`config.mk`:
```
export PLATFORM = sky130hd
export DESIGN_NAME = clipped_bitmap_pixel_writer_top
export DESIGN_NICKNAME = d
export VERILOG_FILES = /design/src/rtl/cbpw_pkg.sv /design/src/rtl/cbpw_walk.sv /design/src/rtl/cbpw_emit.sv /design/src/rtl/clipped_bitmap_pixel_writer_top.sv
export SDC_FILE = /design/constraint.sdc
export NUM_CORES = 1
export LEC_CHECK = 0
export BUFFER_PORTS_ARGS = -buffer_cell sky130_fd_sc_hd__buf_2
export CORE_MARGIN = 3
export CORE_UTILIZATION = 30
export DETAILED_ROUTE_END_ITERATION = 10
export MAX_ROUTING_LAYER = met4
export SKIP_LAST_GASP = 1
export SLEW_MARGIN = 10
export SYNTH_ARGS = -nofsm -noshare
export SYNTH_HDL_FRONTEND = slang
export SYNTH_HIERARCHICAL = 1
export SYNTH_SLANG_ARGS = --single-unit
```
`constraint.sdc`:
```
create_clock -name clock -period 6.8 [get_ports clock]
set_input_delay 0.68 -clock clock [delete_from_list [all_inputs] [get_ports clock]]
set_output_delay 0.68 -clock clock [all_outputs]
set_load 0.1 [all_outputs]
```
`src/rtl/cbpw_pkg.sv`:
```
`timescale 1ns / 1ps

package cbpw_pkg;

   // bitmap dimension limit and counter widths
   localparam int MAX_DIM = 4096;
   localparam int CNT_W   = 12;
   localparam int DIM_W   = 13;
   localparam int POS_W   = 18;

   // register indexes of the configuration port
   localparam logic [2:0] REG_SCREEN_WIDTH  = 3'd0;
   localparam logic [2:0] REG_SCREEN_HEIGHT = 3'd1;
   localparam logic [2:0] REG_LINE_PITCH    = 3'd2;
   localparam logic [2:0] REG_BYTES_PER_PIX = 3'd3;
   localparam logic [2:0] REG_PIXEL_FORMAT  = 3'd4;
   localparam logic [2:0] REG_CLIP_ENABLE   = 3'd5;
   localparam logic [2:0] REG_CLIP_WINDOW   = 3'd6;
   localparam logic [2:0] REG_BLIT_GEOMETRY = 3'd7;

   // pixel format codes
   localparam logic [1:0] FMT_UNKNOWN = 2'd0;
   localparam logic [1:0] FMT_RGB888  = 2'd1;
   localparam logic [1:0] FMT_BGR888  = 2'd2;
   localparam logic [1:0] FMT_RGB565  = 2'd3;

   // bytes per pixel codes that write
   localparam logic [2:0] BPP_2 = 3'd2;
   localparam logic [2:0] BPP_3 = 3'd3;
   localparam logic [2:0] BPP_4 = 3'd4;

   typedef struct packed {
      logic [7:0] red;
      logic [7:0] green;
      logic [7:0] blue;
      logic [7:0] alpha;
   } pixel_in_type;

   typedef struct packed {
      logic        write_enable;
      logic [25:0] byte_offset;
      logic [31:0] pixel_word;
      logic [2:0]  byte_count;
      logic        last_pixel;
   } pixel_out_type;

   typedef struct packed {
      logic [12:0] screen_width;
      logic [12:0] screen_height;
      logic [14:0] line_pitch_bytes;
      logic [2:0]  bytes_per_pixel;
      logic [1:0]  pixel_format;
      logic        clip_enable;
      logic [63:0] clip_window;
      logic [63:0] blit_geometry;
   } cfg_type;

   // placed pixel between the walker and the output stage
   typedef struct packed {
      pixel_in_type            pixel;
      logic signed [POS_W-1:0] pos_x;
      logic signed [POS_W-1:0] pos_y;
      logic                    last;
      logic                    empty;
   } placed_type;

endpackage

```
`src/rtl/cbpw_walk.sv`:
```
`timescale 1ns / 1ps

module cbpw_walk import cbpw_pkg::*; (
   input  logic         clock,
   input  logic         reset,
   input  cfg_type      cfg,
   input  logic         geo_write,
   input  logic         in_fire,
   input  pixel_in_type in_pixel,
   input  logic         out_ready,
   output logic         stage_valid,
   output placed_type   stage_data
);

   logic [CNT_W-1:0] col_ff, col_in;
   logic [CNT_W-1:0] row_ff, row_in;
   logic             stage_valid_ff, stage_valid_in;
   placed_type       stage_data_ff, stage_data_in;

   logic [15:0]      w_raw, h_raw;
   logic [DIM_W-1:0] w_sat, h_sat;
   logic [DIM_W-1:0] col_nx, row_nx;
   logic             empty, col_end, row_end;
   logic [15:0]      org_x, org_y;

   // saturated bitmap size and end-of-row / end-of-bitmap tests
   always_comb begin
      w_raw   = cfg.blit_geometry[47:32];
      h_raw   = cfg.blit_geometry[63:48];
      org_x   = cfg.blit_geometry[15:0];
      org_y   = cfg.blit_geometry[31:16];
      w_sat   = (w_raw > 16'(MAX_DIM)) ? DIM_W'(MAX_DIM) : w_raw[DIM_W-1:0];
      h_sat   = (h_raw > 16'(MAX_DIM)) ? DIM_W'(MAX_DIM) : h_raw[DIM_W-1:0];
      empty   = (w_sat == '0) || (h_sat == '0);
      col_nx  = {1'b0, col_ff} + DIM_W'(1);
      row_nx  = {1'b0, row_ff} + DIM_W'(1);
      col_end = col_nx >= w_sat;
      row_end = row_nx >= h_sat;
   end

   // counter advance
   always_comb begin
      col_in = col_ff;
      row_in = row_ff;
      if (geo_write) begin
         col_in = '0;
         row_in = '0;
      end else if (in_fire) begin
         if (empty) begin
            col_in = '0;
            row_in = '0;
         end else if (col_end) begin
            col_in = '0;
            row_in = row_end ? '0 : row_nx[CNT_W-1:0];
         end else begin
            col_in = col_nx[CNT_W-1:0];
         end
      end
   end

   // stage register: screen position of the pixel
   always_comb begin
      stage_data_in = stage_data_ff;
      if (in_fire) begin
         stage_data_in.pixel = in_pixel;
         stage_data_in.pos_x = $signed({{(POS_W-16){org_x[15]}}, org_x})
                             + $signed({{(POS_W-CNT_W){1'b0}}, col_ff});
         stage_data_in.pos_y = $signed({{(POS_W-16){org_y[15]}}, org_y})
                             + $signed({{(POS_W-CNT_W){1'b0}}, row_ff});
         stage_data_in.last  = empty || (col_end && row_end);
         stage_data_in.empty = empty;
      end
      if (in_fire) begin
         stage_valid_in = 1'b1;
      end else if (out_ready) begin
         stage_valid_in = 1'b0;
      end else begin
         stage_valid_in = stage_valid_ff;
      end
   end

   always_ff @(posedge clock) begin
      if (reset) begin
         col_ff         <= '0;
         row_ff         <= '0;
         stage_valid_ff <= 1'b0;
      end else begin
         col_ff         <= col_in;
         row_ff         <= row_in;
         stage_valid_ff <= stage_valid_in;
      end
   end

   always_ff @(posedge clock) begin
      stage_data_ff <= stage_data_in;
   end

   assign stage_valid = stage_valid_ff;
   assign stage_data  = stage_data_ff;

endmodule

```
`src/rtl/cbpw_emit.sv`:
```
`timescale 1ns / 1ps

module cbpw_emit import cbpw_pkg::*; (
   input  logic          clock,
   input  logic          reset,
   input  cfg_type       cfg,
   input  logic          stage_valid,
   input  placed_type    stage_data,
   input  logic          rsp_stall,
   output logic          out_ready,
   output logic          rsp_valid,
   output pixel_out_type rsp_data
);

   logic          rsp_valid_ff, rsp_valid_in;
   pixel_out_type rsp_data_ff, rsp_data_in;

   logic signed [POS_W-1:0] x, y;
   logic signed [POS_W-1:0] clip_x1, clip_y1, clip_x2, clip_y2;
   logic signed [POS_W-1:0] scr_w, scr_h;
   logic        in_clip, on_screen, bpp_ok, ok;
   logic [27:0] row_bytes;
   logic [15:0] col_bytes;
   logic [31:0] packed_px, masked_px;

   // clip window and screen tests
   always_comb begin
      x         = stage_data.pos_x;
      y         = stage_data.pos_y;
      clip_x1   = $signed({2'b00, cfg.clip_window[15:0]});
      clip_y1   = $signed({2'b00, cfg.clip_window[31:16]});
      clip_x2   = $signed({2'b00, cfg.clip_window[47:32]});
      clip_y2   = $signed({2'b00, cfg.clip_window[63:48]});
      scr_w     = $signed({{(POS_W-13){1'b0}}, cfg.screen_width});
      scr_h     = $signed({{(POS_W-13){1'b0}}, cfg.screen_height});
      in_clip   = !cfg.clip_enable
                  || ((x >= clip_x1) && (x < clip_x2) && (y >= clip_y1) && (y < clip_y2));
      on_screen = !x[POS_W-1] && !y[POS_W-1] && (x < scr_w) && (y < scr_h);
      bpp_ok    = (cfg.bytes_per_pixel == BPP_2) || (cfg.bytes_per_pixel == BPP_3)
                  || (cfg.bytes_per_pixel == BPP_4);
      ok        = !stage_data.empty && (stage_data.pixel.alpha != 8'h00)
                  && in_clip && on_screen && bpp_ok;
   end

   // byte offset inside the buffer, wraps at 26 bits
   always_comb begin
      row_bytes = {15'b0, y[12:0]} * {13'b0, cfg.line_pitch_bytes};
      col_bytes = {3'b0, x[12:0]} * {13'b0, cfg.bytes_per_pixel};
   end

   // color packing and byte masking
   always_comb begin
      case (cfg.pixel_format)
         FMT_RGB888: packed_px = {8'h00, stage_data.pixel.red, stage_data.pixel.green,
                                  stage_data.pixel.blue};
         FMT_BGR888: packed_px = {8'h00, stage_data.pixel.blue, stage_data.pixel.green,
                                  stage_data.pixel.red};
         FMT_RGB565: packed_px = {16'h0000, stage_data.pixel.red[7:3],
                                  stage_data.pixel.green[7:2], stage_data.pixel.blue[7:3]};
         default:    packed_px = '0;
      endcase
      case (cfg.bytes_per_pixel)
         BPP_2:   masked_px = {16'h0000, packed_px[15:0]};
         BPP_3:   masked_px = {8'h00, packed_px[23:0]};
         default: masked_px = packed_px;
      endcase
   end

   // result register, loads whenever the output side is free
   assign out_ready = !rsp_valid_ff || !rsp_stall;

   always_comb begin
      rsp_data_in  = rsp_data_ff;
      rsp_valid_in = rsp_valid_ff;
      if (out_ready) begin
         rsp_valid_in             = stage_valid;
         rsp_data_in.write_enable = ok;
         rsp_data_in.byte_offset  = ok ? 26'(row_bytes + {12'b0, col_bytes}) : '0;
         rsp_data_in.pixel_word   = ok ? masked_px : '0;
         rsp_data_in.byte_count   = ok ? cfg.bytes_per_pixel : '0;
         rsp_data_in.last_pixel   = stage_data.last;
      end
   end

   always_ff @(posedge clock) begin
      if (reset) begin
         rsp_valid_ff <= 1'b0;
      end else begin
         rsp_valid_ff <= rsp_valid_in;
      end
   end

   always_ff @(posedge clock) begin
      rsp_data_ff <= rsp_data_in;
   end

   assign rsp_valid = rsp_valid_ff;
   assign rsp_data  = rsp_data_ff;

endmodule

```
`src/rtl/clipped_bitmap_pixel_writer_top.sv`:
```
`timescale 1ns / 1ps

// Bitmap pixel writer with clipping.
// The req channel takes one RGBA bitmap pixel per transfer, in row-major order.
// The rsp channel gives one result per pixel: write enable, byte offset in the
// frame buffer, the packed pixel word, the byte count and a last-pixel flag.
// The csr channel writes the eight setup registers (screen size, pitch, bytes
// per pixel, format, clip enable, clip window, blit geometry); it is always
// ready. Writing blit geometry restarts the column and row counters.
// A req transfer reaches its rsp through a register that holds the placed
// position and then one that holds the finished result. One pixel per cycle
// is sustained while rsp_stall is low; the per-pixel path is one 13x15 multiply
// and a 26-bit add. When rsp_stall is high the result holds and one more pixel
// may enter the position register; req_stall rises only when both are full.
// Reset loads the register defaults (640x480, pitch 2560, 4 bytes, RGB888,
// clipping off, empty bitmap), clears the counters and empties both stages.
// Users must make setup writes only while no pixel is in flight (not enforced).
module clipped_bitmap_pixel_writer_top import cbpw_pkg::*; (
   input  logic          clock,
   input  logic          reset,
   input  logic          req_valid,
   output logic          req_stall,
   input  pixel_in_type  req_data,
   output logic          rsp_valid,
   input  logic          rsp_stall,
   output pixel_out_type rsp_data,
   input  logic          csr_valid,
   output logic          csr_ready,
   input  logic [2:0]    csr_index,
   input  logic [63:0]   csr_data
);

   cfg_type    cfg_ff, cfg_in;
   logic       csr_fire, geo_write;
   logic       in_fire, out_ready, stage_valid;
   placed_type stage_data;

   // setup register decode
   assign csr_ready = 1'b1;
   assign csr_fire  = csr_valid && csr_ready;
   assign geo_write = csr_fire && (csr_index == REG_BLIT_GEOMETRY);

   always_comb begin
      cfg_in = cfg_ff;
      if (csr_fire) begin
         unique case (csr_index)
            REG_SCREEN_WIDTH:  cfg_in.screen_width     = csr_data[12:0];
            REG_SCREEN_HEIGHT: cfg_in.screen_height    = csr_data[12:0];
            REG_LINE_PITCH:    cfg_in.line_pitch_bytes = csr_data[14:0];
            REG_BYTES_PER_PIX: cfg_in.bytes_per_pixel  = csr_data[2:0];
            REG_PIXEL_FORMAT:  cfg_in.pixel_format     = csr_data[1:0];
            REG_CLIP_ENABLE:   cfg_in.clip_enable      = csr_data[0];
            REG_CLIP_WINDOW:   cfg_in.clip_window      = csr_data;
            REG_BLIT_GEOMETRY: cfg_in.blit_geometry    = csr_data;
            default:           cfg_in                  = cfg_ff;
         endcase
      end
   end

   always_ff @(posedge clock) begin
      if (reset) begin
         cfg_ff.screen_width     <= 13'd640;
         cfg_ff.screen_height    <= 13'd480;
         cfg_ff.line_pitch_bytes <= 15'd2560;
         cfg_ff.bytes_per_pixel  <= BPP_4;
         cfg_ff.pixel_format     <= FMT_RGB888;
         cfg_ff.clip_enable      <= 1'b0;
         cfg_ff.clip_window      <= '0;
         cfg_ff.blit_geometry    <= '0;
      end else begin
         cfg_ff <= cfg_in;
      end
   end

   // input transfer when the position stage can move on
   assign req_stall = stage_valid && !out_ready;
   assign in_fire   = req_valid && !req_stall;

   cbpw_walk u_walk (
      .clock       (clock),
      .reset       (reset),
      .cfg         (cfg_ff),
      .geo_write   (geo_write),
      .in_fire     (in_fire),
      .in_pixel    (req_data),
      .out_ready   (out_ready),
      .stage_valid (stage_valid),
      .stage_data  (stage_data)
   );

   cbpw_emit u_emit (
      .clock       (clock),
      .reset       (reset),
      .cfg         (cfg_ff),
      .stage_valid (stage_valid),
      .stage_data  (stage_data),
      .rsp_stall   (rsp_stall),
      .out_ready   (out_ready),
      .rsp_valid   (rsp_valid),
      .rsp_data    (rsp_data)
   );

endmodule

```
==> results.txt <==
DR pass1 iterations - 6
Hold buffers post-CTS - 0
Top Ports - 170
CP max FO - 12
Final nets - 3,202
Synth top area cells - dfxtp_1 (16%), edfxtp_1 (15%), fa_1 (15%), ha_1 (11%), mux2i_1 (7.4%)
Internal power - 3.82 mW
DR vias/cell - 4.67
CP Data Arrival Time - 6.80 ns
Synth area leader - dfxtp_1
Clock skew - 0.0393 ns
Max IR drop VDD - 149 uV
Total gr overflow - 0
Crit path cell chain - and2_1 -> fa_1 -> inv_1 -> fa_1 -> inv_1 -> fa_1 -> fa_1 -> fa_1 -> inv_1 -> fa_1 -> inv_1 -> ha_1 -> and3_1 -> a221o_1 -> and3_1 -> a21o_1 -> a41o_2 -> o311ai_4 -> a21o_1 -> a21oi_2
Final setup violation count - 0
Via Count - 17,700
Net Sw Frac - 29.4%
Syn Area/Cell - 9.74 sq um
CP startpoint kind - register
Worst hold margin - 0.274 ns
Commonest cells in the synthesized netlist - inv_1 (337), nand2b_1 (246), ha_1 (227)
Top cell by count, worst path - fa_1
CTS tree - built
Post-CTS Setup Bufs - 0
Final Critical Period - 6.50 ns
WP depth - 20
Most numerous cell in the Yosys netlist - inv_1
Critical Path RT - 7.10 ns
Clk sinks - 324
Synth Cell Area - 25,000 sq um
RePlAce Congestion - 0.852
Critical Path Sink Type - register
Area growth, synth to finish - 13.6%
Hold Fails Final Rpt - 0
DP HPWL - 50.2 mm
Max Root-Sink Buffers - 3
Seq cells post-synth - 324
Power Density - 191 nW/um^2
Register area - 7720 sq um
CTS buffer count - 40
Clock share of power - 43.0%
Achievable clock frequency - 0.154 GHz
Number of port buffers - 160
Top_reg_cell synth - dfxtp_1
Mapped Cells - 2,562
RSZ-0062 raised after global routing - no
Skew-Pair Late Insertion Delay - 0.60 ns
DRT Wirelength - 64.5 mm
Placed cells - 3,718
Sw Pwr - 1.59 mW
Synth unique cells - 80
Critical path's slowest cell - edfxtp_1
Hold path cells - 1
Seq pwr share - 39.5%
Post-synth EDFFs - 123
Syn. warnings - 6
Multi-input logic area - 15,500 sq um
Crit path max-delay family - adder cells
Initial antenna violation count - 3
Remaining antenna violation count - 0
Final Non-Filler Cells - 3,793
H-tree depth - 2
Core area - 82,200 sq um
Root Driver - clkbuf_16
First-pass GRT wire length - 101 mm
Async S/R FF share, synth - 0%
Sequential share of the synthesized area - 30.9%
Row cnt - 105
FILL cells - 8,346
DRC - 0
Initial Util - 30.3%
Routed length per instance - 17.0 microns
Run status - finished, final reports clean
Period utilisation layout - 95.6%
Die X - 294 microns
Vias in the first global route - 18,000
Post-synth top area share - 16.1%
Tightest Hold Check Type - in2reg
Worst slew pin tran - 1.05 ns
DIE HEIGHT - 294 microns
Part of the power in combinational logic - 17.6%
Final setup TNS - 0 ns
Initial DRC count - 1,037
Design area - 28,400 sq um
Layout cells sized above 1 - 11.1%
R2R depth - 20
Die area - 86,700 sq um
Lkg Pwr - 12.8 nW
Headroom to the max-slew limit - 29.9%
Crit Path Category - reg2reg
Post-DP Area - 26,900 sq um
Clock transition at the registers of the reported paths - 0.06 ns
# Max-Cap Violations - 0
Buf/Inv on CP - 4
Max Slew Vio Count - 0
All-Layer GR Usage - 15.2%
Largest net degree at the start of global routing - 172
Post-CTS sizing - 0
Largest stage delay, worst path - 0.61 ns
==> routing by layer <==
metal | track usage [%] | part of all wire (%) | up-vias
li1 | - | - | 8719
met4 | 3.69 | 2.0 | 0
met5 | - | 0 | -
met2 | 22.8 | 44 | 371
met1 | 21.5 | 49 | 8558
met3 | 2.40 | 5.0 | 81
==> through the flow <==
step	utilization (%)	total power [mW]	setup WS (ns)
floorplan	-	2.88	0.327
global placement	32.7	3.12	0.438
detailed placement	32.7	3.13	0.317
CTS	34.5	5.49	0.287
global route	34.5	5.67	0.0414
finish	34.5	5.41	0.300
==> sequential cells by signal, summed over array words and instances, names as in the netlist <==
| signal | count |
|---|---|
| u_emit/rsp_data | 55 |
| cfg_ff | 175 |
| u_walk/stage_valid | 1 |
| u_walk/row_ff | 12 |
| u_walk/col_ff | 12 |
| u_walk/stage_data | 68 |
| u_emit/rsp_valid | 1 |
==> final cells by class <==
class	count	area share, %
Antenna cell	1	0.00883
Clock buffer	50	3.99
Clock inverter	24	1.12
Inverter	337	4.46
Multi-Input combinational cell	1791	54.7
Sequential cell	324	27.2
Tap cell	1070	4.72
Timing Repair Buffer	196	3.80
==> kinds of logic (layout without fill, tap and decap cells) <==
kind of cell    after synthesis  after routing  synth area share, %
mux                         187            187                 7.51
compound gates              281            281                 7.72
simple gates                845            845                 18.5
buf+inv                     454            607                 7.29
flops                       324            324                 30.9
fa+ha+maj                   408            408                 25.9
xor+xnor                     61             61                 2.14
other cells                   2             10               0.0301
==> power groups by stage <==
stage	Clock (mW)	Sequential (mW)	Combinational [mW]
after floorplan	0	2.23	0.643
after global placement	0	2.17	0.945
after detailed placement	0	2.17	0.952
after CTS	2.40	2.13	0.958
after global routing	2.47	2.14	1.07
final	2.32	2.13	0.949
==> path summary, 6_finish.rpt <==
| kind | from | to | slack (ns) |
|---|---|---|---|
| worst max-delay path | u_walk/stage_data[8] | u_emit/rsp_data[61] | 0.30 |
| worst min-delay path | req_data[3] | u_walk/stage_data[41] | 0.27 |
| worst max register to register | u_walk/stage_data[8] | u_emit/rsp_data[61] | 0.30 |
| worst min register to register | u_walk/stage_data[1] | u_emit/rsp_data[0] | 0.43 |
==> placed cells by master (no fill, tap or decap), types with 43 or more instances in the layout <==
master     count
xnor2_1       46
nand2b_1     246
fa_1         181
ha_1         227
buf_2        159
nand2_1      169
nand3_1       43
mux2i_1      185
dfxtp_1      201
edfxtp_1     123
a21oi_1       70
nor2_1       112
and2_1       151
clkbuf_16     43
inv_1        337
Power figures use the tool's default switching activity.
